**src/rtl/dra_pkg.sv**
```systemverilog
`default_nettype none

package dra_pkg;

    localparam int ENTRIES    = 16;
    localparam int PAGE_SHIFT = 12;

    localparam int MODE_W   = 2;
    localparam int ADDR_W   = 44;
    localparam int SIZE_W   = 42;
    localparam int FLAGS_W  = 8;
    localparam int BASE_W   = 32;
    localparam int PAGES_W  = 30;
    localparam int PROT_W   = 16;
    localparam int STATUS_W = 3;
    localparam int INDEX_W  = 4;
    localparam int CFG_W    = 30;
    localparam int CFG_IDX_W = 2;

    // Widths wide enough to compare a stored page value, shifted back to bytes, with a request.
    localparam int CMP_A_W = (BASE_W + PAGE_SHIFT > ADDR_W) ? BASE_W + PAGE_SHIFT : ADDR_W;
    localparam int CMP_S_W = (PAGES_W + PAGE_SHIFT > SIZE_W) ? PAGES_W + PAGE_SHIFT : SIZE_W;

    localparam int IN_W  = MODE_W + ADDR_W + SIZE_W;
    localparam int IN_TW = ((IN_W + 7) / 8) * 8;
    localparam int OUT_W  = 1 + STATUS_W + INDEX_W;
    localparam int OUT_TW = ((OUT_W + 7) / 8) * 8;

    typedef enum logic [MODE_W-1:0] {
        MODE_ADD     = 2'd0,
        MODE_REMOVE  = 2'd1,
        MODE_RELEASE = 2'd2
    } mode_t;

    typedef enum logic [STATUS_W-1:0] {
        ST_OK         = 3'd0,
        ST_NO_FREE    = 3'd1,
        ST_SIZE_ALIGN = 3'd2,
        ST_ADDR_ALIGN = 3'd3,
        ST_TOO_LARGE  = 3'd4,
        ST_NOT_FOUND  = 3'd5
    } status_t;

    typedef enum logic [CFG_IDX_W-1:0] {
        CFG_FLAGS_ALLOW    = 2'd0,
        CFG_SIZE_MAX_PAGES = 2'd1,
        CFG_PROTECTED_MASK = 2'd2
    } cfg_reg_t;

    typedef enum logic [1:0] {
        S_IDLE = 2'd0,
        S_SCAN = 2'd1,
        S_WAIT = 2'd2
    } state_t;

    // Request as broadcast to every cell during a scan.
    typedef struct packed {
        logic [MODE_W-1:0]  mode;
        logic [ADDR_W-1:0]  address;
        logic [SIZE_W-1:0]  size_bytes;
        logic [BASE_W-1:0]  base_page;
        logic [PAGES_W-1:0] size_pages;
        status_t            add_status;
    } req_t;

    // What a cell reports when the scan token stops at it.
    typedef struct packed {
        logic               hit;
        status_t            status;
        logic [INDEX_W-1:0] index;
    } cell_res_t;

endpackage

`default_nettype wire

```
**src/rtl/dra_cell.sv**
```systemverilog
`default_nettype none

module dra_cell import dra_pkg::*;
(
    input  wire logic               clk,
    input  wire logic               rst_n,
    input  wire logic               tok_in,
    input  wire req_t               req,
    input  wire logic [FLAGS_W-1:0] grant_flags,
    input  wire logic               prot,
    input  wire logic [INDEX_W-1:0] idx,
    output logic                    tok_out,
    output cell_res_t               res
);

    logic               tok_reg;
    logic [FLAGS_W-1:0] flags_reg;
    logic [BASE_W-1:0]  base_reg;
    logic [PAGES_W-1:0] size_reg;

    logic free;
    logic active;
    logic base_match;
    logic size_match;
    logic wr_add;
    logic clr;

    assign free       = !prot && (flags_reg == '0);
    assign active     = !prot && (flags_reg != '0);
    assign base_match = ((CMP_A_W'(base_reg) << PAGE_SHIFT) == CMP_A_W'(req.address));
    assign size_match = ((CMP_S_W'(size_reg) << PAGE_SHIFT) == CMP_S_W'(req.size_bytes));

    always_comb
    begin
        res.hit    = 1'b0;
        res.status = ST_OK;
        res.index  = '0;
        wr_add     = 1'b0;
        clr        = 1'b0;
        if (tok_reg)
        begin
            case (mode_t'(req.mode))
                MODE_ADD:
                begin
                    // The first free entry settles an add, whether the checks pass or not.
                    if (free)
                    begin
                        res.hit    = 1'b1;
                        res.status = req.add_status;
                        if (req.add_status == ST_OK)
                        begin
                            wr_add    = 1'b1;
                            res.index = idx;
                        end
                    end
                end
                MODE_REMOVE:
                begin
                    if (active && base_match && size_match)
                    begin
                        res.hit   = 1'b1;
                        res.index = idx;
                        clr       = 1'b1;
                    end
                end
                MODE_RELEASE:
                begin
                    clr = !prot;
                end
                default:
                begin
                end
            endcase
        end
    end

    assign tok_out = tok_reg && !res.hit;

    always_ff @(posedge clk or negedge rst_n)
    begin
        if (!rst_n)
        begin
            tok_reg   <= 1'b0;
            flags_reg <= '0;
            base_reg  <= '0;
            size_reg  <= '0;
        end
        else
        begin
            tok_reg <= tok_in;
            if (wr_add)
            begin
                flags_reg <= grant_flags;
                base_reg  <= req.base_page;
                size_reg  <= req.size_pages;
            end
            else if (clr)
            begin
                flags_reg <= '0;
                base_reg  <= '0;
                size_reg  <= '0;
            end
        end
    end

endmodule

`default_nettype wire

```
**src/rtl/dma_region_allowlist_table_top.sv**
```systemverilog
`default_nettype none

// DMA region allow-list table. Each input word is one command (add, remove or release)
// and produces exactly one result word. The table lives in a row of ENTRIES cells, one
// entry per cell, and a scan token moves from one cell to the next each cycle; a command
// ends at the first cell that settles it or at the end of the row. The result word is
// registered when the scan ends, settled in entry 0 at the earliest or at the last entry
// at the latest, and the input opens again once the scan ends, so a command that walks
// the whole row keeps the input closed for the whole scan.
// A finished result waits in the output register, or in one holding register behind it
// when the output is still occupied; in that case the input stays closed until the
// output word is taken. Configuration writes take effect on the next cycle and must only
// be issued while no command is in flight.

module dma_region_allowlist_table_top import dra_pkg::*;
(
    input  wire logic                 clk,
    input  wire logic                 rst_n,
    input  wire logic                 cfg_we,
    input  wire logic [CFG_IDX_W-1:0] cfg_index,
    input  wire logic [CFG_W-1:0]     cfg_data,
    input  wire logic                 s_tvalid,
    output logic                      s_tready,
    input  wire logic [IN_TW-1:0]     s_tdata,   // mode[1:0], address[45:2], size_bytes[87:46]
    output logic                      m_tvalid,
    input  wire logic                 m_tready,
    output logic [OUT_TW-1:0]         m_tdata    // ok[0], status[3:1], entry_index[7:4]
);

    logic [FLAGS_W-1:0] grant_flags_reg;
    logic [PAGES_W-1:0] size_max_reg;
    logic [PROT_W-1:0]  prot_mask_reg;

    state_t state_reg;
    state_t state_next;

    req_t req_reg;

    logic [MODE_W-1:0] in_mode;
    logic [ADDR_W-1:0] in_address;
    logic [SIZE_W-1:0] in_size;
    logic [SIZE_W-1:0] in_pages_full;
    status_t           in_add_status;

    logic [ENTRIES:0] tok;
    cell_res_t        cell_res [ENTRIES];
    cell_res_t        any_res;
    logic             finish;
    status_t          fin_status;
    logic [INDEX_W-1:0] fin_index;

    logic               accept;
    logic               out_free;
    logic               load_new;
    logic               load_res;
    logic               hold_res;

    status_t            res_status_reg;
    logic [INDEX_W-1:0] res_index_reg;

    logic               out_valid_reg;
    status_t            out_status_reg;
    logic [INDEX_W-1:0] out_index_reg;

    // Configuration registers.
    always_ff @(posedge clk or negedge rst_n)
    begin
        if (!rst_n)
        begin
            grant_flags_reg <= '1;
            size_max_reg    <= '1;
            prot_mask_reg   <= '0;
        end
        else if (cfg_we)
        begin
            case (cfg_reg_t'(cfg_index))
                CFG_FLAGS_ALLOW:    grant_flags_reg <= cfg_data[FLAGS_W-1:0];
                CFG_SIZE_MAX_PAGES: size_max_reg    <= cfg_data[PAGES_W-1:0];
                CFG_PROTECTED_MASK: prot_mask_reg   <= cfg_data[PROT_W-1:0];
                default:
                begin
                end
            endcase
        end
    end

    // Input unpacking and the add checks, which do not depend on the table.
    assign in_mode       = s_tdata[MODE_W-1:0];
    assign in_address    = s_tdata[MODE_W +: ADDR_W];
    assign in_size       = s_tdata[MODE_W+ADDR_W +: SIZE_W];
    assign in_pages_full = in_size >> PAGE_SHIFT;

    always_comb
    begin
        if ((in_size & SIZE_W'((64'd1 << PAGE_SHIFT) - 64'd1)) != '0)
            in_add_status = ST_SIZE_ALIGN;
        else if ((in_address & ADDR_W'((64'd1 << PAGE_SHIFT) - 64'd1)) != '0)
            in_add_status = ST_ADDR_ALIGN;
        else if (in_pages_full > SIZE_W'(size_max_reg))
            in_add_status = ST_TOO_LARGE;
        else
            in_add_status = ST_OK;
    end

    assign accept = s_tvalid && s_tready;

    always_ff @(posedge clk)
    begin
        if (accept)
        begin
            req_reg.mode       <= in_mode;
            req_reg.address    <= in_address;
            req_reg.size_bytes <= in_size;
            req_reg.base_page  <= BASE_W'(in_address >> PAGE_SHIFT);
            req_reg.size_pages <= PAGES_W'(in_pages_full);
            req_reg.add_status <= in_add_status;
        end
    end

    // Row of entry cells; tok[i] enters cell i.
    assign tok[0] = accept;

    for (genvar i = 0; i < ENTRIES; i++)
    begin : g_cell
        logic prot;
        if (i < PROT_W)
        begin : g_prot
            assign prot = prot_mask_reg[i];
        end
        else
        begin : g_noprot
            assign prot = 1'b0;
        end

        dra_cell u_cell (
            .clk         (clk),
            .rst_n       (rst_n),
            .tok_in      (tok[i]),
            .req         (req_reg),
            .grant_flags (grant_flags_reg),
            .prot        (prot),
            .idx         (INDEX_W'(i)),
            .tok_out     (tok[i+1]),
            .res         (cell_res[i])
        );
    end

    // At most one cell reports at a time, so the reports are simply merged.
    always_comb
    begin
        any_res = '0;
        for (int i = 0; i < ENTRIES; i++)
            any_res = any_res | cell_res[i];
    end

    assign finish = any_res.hit || tok[ENTRIES];

    always_comb
    begin
        fin_index = '0;
        if (any_res.hit)
        begin
            fin_status = any_res.status;
            fin_index  = any_res.index;
        end
        else
        begin
            case (mode_t'(req_reg.mode))
                MODE_ADD:     fin_status = ST_NO_FREE;
                MODE_RELEASE: fin_status = ST_OK;
                default:      fin_status = ST_NOT_FOUND;
            endcase
        end
    end

    // Control state machine.
    assign out_free = !out_valid_reg || m_tready;

    always_comb
    begin
        state_next = state_reg;
        case (state_reg)
            S_IDLE: if (s_tvalid) state_next = S_SCAN;
            S_SCAN: if (finish) state_next = out_free ? S_IDLE : S_WAIT;
            S_WAIT: if (out_free) state_next = S_IDLE;
            default: state_next = S_IDLE;
        endcase
    end

    always_comb
    begin
        s_tready = 1'b0;
        load_new = 1'b0;
        load_res = 1'b0;
        hold_res = 1'b0;
        case (state_reg)
            S_IDLE: s_tready = 1'b1;
            S_SCAN:
            begin
                load_new = finish && out_free;
                hold_res = finish && !out_free;
            end
            S_WAIT: load_res = out_free;
            default:
            begin
            end
        endcase
    end

    always_ff @(posedge clk or negedge rst_n)
    begin
        if (!rst_n)
        begin
            state_reg     <= S_IDLE;
            out_valid_reg <= 1'b0;
        end
        else
        begin
            state_reg <= state_next;
            if (load_new || load_res)
                out_valid_reg <= 1'b1;
            else if (m_tready)
                out_valid_reg <= 1'b0;
        end
    end

    always_ff @(posedge clk)
    begin
        if (hold_res)
        begin
            res_status_reg <= fin_status;
            res_index_reg  <= fin_index;
        end
        if (load_new)
        begin
            out_status_reg <= fin_status;
            out_index_reg  <= fin_index;
        end
        else if (load_res)
        begin
            out_status_reg <= res_status_reg;
            out_index_reg  <= res_index_reg;
        end
    end

    assign m_tvalid = out_valid_reg;
    assign m_tdata  = OUT_TW'({out_index_reg, out_status_reg, (out_status_reg == ST_OK)});

endmodule

`default_nettype wire

```
**config.mk**
```make
export PLATFORM = sky130hd
export DESIGN_NAME = dma_region_allowlist_table_top
export DESIGN_NICKNAME = d
export VERILOG_FILES = /design/src/rtl/dra_pkg.sv /design/src/rtl/dra_cell.sv /design/src/rtl/dma_region_allowlist_table_top.sv
export SDC_FILE = /design/constraint.sdc
export NUM_CORES = 2
export LEC_CHECK = 0
export BUFFER_PORTS_ARGS = -buffer_cell sky130_fd_sc_hd__buf_2
export CORE_MARGIN = 1.5
export CORE_UTILIZATION = 34
export DETAILED_ROUTE_END_ITERATION = 10
export PLACE_DENSITY = 0.61
export SLEW_MARGIN = 10
export SYNTH_ARGS = -nofsm -noshare
export SYNTH_HDL_FRONTEND = slang
export SYNTH_HIERARCHICAL = 1
export SYNTH_SLANG_ARGS = --single-unit
```
**constraint.sdc**
```tcl
create_clock -name clk -period 4.1 [get_ports clk]
set_input_delay 0.205 -clock clk [delete_from_list [all_inputs] [get_ports clk]]
set_output_delay 0.205 -clock clk [all_outputs]
set_load 0.01 [all_outputs]
```
# Word-level counts from Yosys, hierarchy flattened
# Index checks and enable logic that the tools add are counted.
# classes
reduce_logical	182
bitwise	15
muxes	323
eq_ne	41
n_lt_le_gt_ge	1
# ops
op	n
32-bit two-way mux	32
30-bit two-way mux	32
44-bit == test	16
42-bit == test	16
8-bit two-way mux	64
8-bit logical NOT	16
8-bit nonzero test	16
8-bit OR	15
4-bit case mux with 2 select lines	15
1-bit two-way mux	90
3-bit two-way mux	28
1-bit logical AND	83
4-bit two-way mux	20
1-bit case mux with 2 select lines	32
44-bit nonzero test	1
42-bit nonzero test	1
2-bit nonzero test	18
1-bit logical NOT	34
30-bit greater-than comparator	1
2-bit two-way mux	8
2-bit by 1-bit == test with 1-bit output, second input constant	3
2-bit == test, second input constant	3
2-bit logical NOT	3
3-bit logical NOT	2
7 further kinds	13
# word_totals
in_bits	125
output_inout_bits	10
reg_bits	1360

# Longest topological paths before layout
# depth
depth_word	27
mapped_depth	15

# Hierarchy
# The synthesis kept the hierarchy.
# modules_own_cells
module	instances	cells_per_inst	seq_area_each_um2	area_per_inst_um2
dra_cell at g_cell[10].u_cell ...	15	493	1776.7	4356.7
dma_region_allowlist_table_top	1	412	4626.9	6600.1
dra_cell at g_cell[0].u_cell	1	455	1776.7	4242.8

# Worst setup path after synthesis
# OpenSTA, ideal clock, no wires.
# synth_path
path_type	register to register
from	reg req_reg[106] (netlist bit)
to	reg out_index_reg[0] (enable)
required_time_ns	3.727
synth_period_minus_slack_ns	3.999
slack_ns	0.101
t_arrival_ns	3.626
stages_incl_launch_ff	12
path_buffers	0
path_cell_list	edfxtp_1 > xnor2_1 > nand4_1 > nor4_1 > nand3_1 > nor3_1 > o21a_1 > nor4_1 > nand4_1 > o21ai_2 > mux2_2 > a21oi_1
# synth_rtl
item	line_no	text
from (decl)	dma_region_allowlist_table_top.sv:37	req_t req_reg;
to (signal assigned)	dma_region_allowlist_table_top.sv:237	out_index_reg <= fin_index;
to (signal assigned)	dma_region_allowlist_table_top.sv:242	out_index_reg <= res_index_reg;
to (decl)	dma_region_allowlist_table_top.sv:63	logic [INDEX_W-1:0] out_index_reg;

==> summary.txt <==
Drt
  • Routed Antenna Nets: 0
  • Drt wl/cell: 27.9 microns
  • First-pass DRT Iterations: 10
  • Via/cell ratio: 6.13
  • Via count: 72000
  • Post-Route WL: 327000 microns
  • Residual DRC: 1
  • Initial drt markers: 8943

Timing
  • Min Clock Period, post-route: 4.05 ns
  • Final Setup Violations: 0
  • Worst slew pin tran: 1.13 ns
  • RSZ-0062 raised after global routing: false
  • Fin Clk Skew: 0.0367 ns
  • Final hold vios: 0
  • Slew Limit Fails: 0
  • Setup TNS Final: 0 ns
  • Peak Freq: 247 MHz
  • Relative slew slack: 24.7%
  • Final period utilization: 98.8%

Status
  • Status: complete, but fails checks
  • Violated checks: DRC

Setup path
  • Crit path DAT: 4.58 ns
  • Worst endpoint required time: 4.63 ns
  • Max FO, Critical Path: 16
  • Crit. Startpoint: req_reg[78]
  • FF-to-FF path depth: 14
  • Worst Path Class, Setup: register to register
  • FF-to-FF setup slack: 0.05 ns
  • RR Startpoint: req_reg[78]
  • Capture point of the worst path: out_status_reg[0]
  • Crit path capture type: register
  • R2r endpoint: out_status_reg[0]
  • Nature of the critical path startpoint: register

Worst hold path
  • Min-delay src: s_tdata[36]
  • Hold Crit Class: input port to register
  • Cells on Worst Hold Path: 2

Layout
  • Max reg flops: 512
  • Share of cells above drive strength 1: 11.0%
  • Final net count: 8857
  • Layout area overhead: 18.4%
  • Layout Utilization: 40.5%
  • Design area: 90200 sq um
  • Fin cells: 11800

Floorplanning
  • Die ar.: 227000 sq um
  • Die extent in x: 476 microns
  • Core area: 223000 sq um
  • Row cnt: 173
  • Initial core utilization: 34.2%
  • Die H: 476 microns
  • IO Pins: 135

Global routing
  • M2 GR Usage: 41.7%
  • Pin count of the biggest net entering global routing: 148
  • Total gr overflow: 0
  • GRT busiest layer: met2
  • First-pass GRT wire length: 478000 microns
  • GR Util met3: 6.14%
  • Total GRT Usage: 27.9%
  • Met1 usage: 36.9%
  • Initial antenna violation count: 4
  • Vias in the first global route: 68500

Clocking
  • CTS root buf: clkbuf_16
  • Clk_lat worst skew: 0.83 ns
  • Inserted Clock Buffers: 155
  • Worst-path clk slew: 0.06 ns
  • Max Buffers Root-to-Sink: 3
  • CTS tree: built
  • Htree depth: 4
  • Clk sinks: 1298

Yosys
  • Synth Cell Area: 76200 sq um
  • Synth Instances: 8262
  • YS warnings: 6
  • Top_reg_cell synth: dfrtp_1
  • Synth Register Bits: 1298
  • Post-synth EDFFs: 105
  • Post-synthesis sequential area ratio: 43.4%
  • FFs w/ async S/R, synth: 91.9%
  • Netlist cell types: 67
  • Syn_area_per_cell: 9.22 sq um

Power and ir drop
  • Leakage: 42.3 nW
  • VDD IR-drop max: 0.000336 V
  • Power Density: 369 nW/um^2
  • Tot Pwr: 33.3 mW

Place
  • DP Area: 83600 sq um
  • Dpl cells: 11300
  • Hpwl dp: 208000 microns
  • GP Congestion: 0.940
  • Port bufs: 134

Flow run
  • Max-cap violations: 0
-- cell usage in the layout, fill, tap and decap left out, drive strengths merged, types with 225 or more instances in the layout --
cell	Yosys	layout
a22oi	1112	1112
buf	241	509
clkbuf	219	239
dfrtp	1155	1155
nand2	1182	1182
nand2b	484	484
nand4	430	430
nor4	395	395
o21ai	1154	1154
xnor2	547	547
xor2	225	225
-- metal layers --
layer  wire length [microns]  vias up  share of wire, %
met4                   22600        0               6.9
met3                   30800      867               9.4
met2                  142000     3822                43
met5                       0        -                 0
li1                        -    31500                 -
met1                  132000    35800                40
-- synth_stat cells (33+ instances only) --
| master | n | share of area [%] |
|---|---|---|
| dfstp_2 | 38 | 1.3 |
| nor3b_1 | 75 | 0.74 |
| nand2_1 | 1182 | 5.8 |
| buf_2 | 131 | 0.86 |
| nor4_1 | 394 | 3.2 |
| buf_4 | 90 | 0.89 |
| nand3_1 | 159 | 1.0 |
| nor2_1 | 64 | 0.32 |
| clkbuf_1 | 215 | 1.1 |
| o21ai_1 | 227 | 1.5 |
| ha_1 | 78 | 1.3 |
| edfxtp_1 | 105 | 4.1 |
| xor2_1 | 225 | 2.6 |
| o21ai_0 | 907 | 6.0 |
| a22oi_1 | 1112 | 11 |
| nand2b_1 | 484 | 4.0 |
| and3_1 | 60 | 0.49 |
| dfrtp_1 | 1155 | 38 |
| nand4_1 | 430 | 3.5 |
| inv_1 | 91 | 0.45 |
| nor4b_1 | 61 | 0.70 |
| or4_1 | 45 | 0.44 |
| xnor2_1 | 547 | 6.3 |
| nor3_1 | 33 | 0.22 |
| mux2_2 | 62 | 0.92 |
-- per-stage QoR --
stage	hold slack [ns]	worst slack [ns]
final	0.0835	0.0478
after global routing	0.0738	0.000278
after CTS	0.0338	0.0257
after detailed placement	0.132	-0.0966
after global placement	0.127	-0.243
after floorplan	-0.0906	0.101
-- layout make-up --
| type | instances | area [sq um] |
|---|---|---|
| well taps | 2975 | 3720 |
| clock buffers | 239 | 4690 |
| flip-flops and latches | 1298 | 33100 |
| inverters | 91 | 342 |
| fillers | 21700 | 132000 |
| multi-input cells | 6475 | 41100 |
| clock inverters | 38 | 528 |
| repair buffers | 633 | 6790 |
| diodes | 6 | 15.0 |
-- critical path, cell delays in order (launching register included) --
cell and delay, ns:
edfxtp_1 0.47, buf_12 0.22, xnor2_1 0.31, nand4_1 0.13
nor4_1 0.80, nand3_1 0.20, nor3_1 0.29, buf_4 0.18
o21a_1 0.16, nor4_2 0.11, nand4_1 0.15, o21ai_2 0.08
mux2_2 0.28, a21oi_1 0.13, buf_4 0.19
-- worst min-delay path by stage --
stage / endpoint / slack, ns
after CTS: req_reg[141] / 0.03
after detailed placement: g_cell[8].u_cell/size_reg[8] / 0.13
after global placement: g_cell[8].u_cell/size_reg[8] / 0.13
final: req_reg[141] / 0.08
after floorplan: g_cell[0].u_cell/base_reg[0] / -0.09
after global routing: req_reg[141] / 0.07
-- where the power goes --
group | total, mW | switching (mW) | leakage (nW) | internal [mW]
registers | 13.9 | 0.554 | 11.6 | 13.3
logic | 4.96 | 3.28 | 28.1 | 1.67
clock network | 14.4 | 5.90 | 2.56 | 8.54
-- cell families after synthesis --
logic type	count (synthesis)	synth area share (%)
adders and majority gates	78	1.28
other	2	0.00986
and+or+nand+nor	3112	22.2
DFF	1298	43.4
buffers and inverters	551	3.44
muxes	63	0.929
AOI/OAI and AO/OA	2386	19.9
xor gates and xnor gates	772	8.87
-- what timing repair did --
action / 4_1_cts / 5_1_grt
buffers inserted: 0 / 6
hold buffers: 125 / 0
setup endpoints to repair: 14 / 21
cloned: 0 / 0
endpoints found under the hold margin: 887 / 0
gates resized for setup: 3 / 6
No activity file was read; power rests on OpenSTA's default activity.
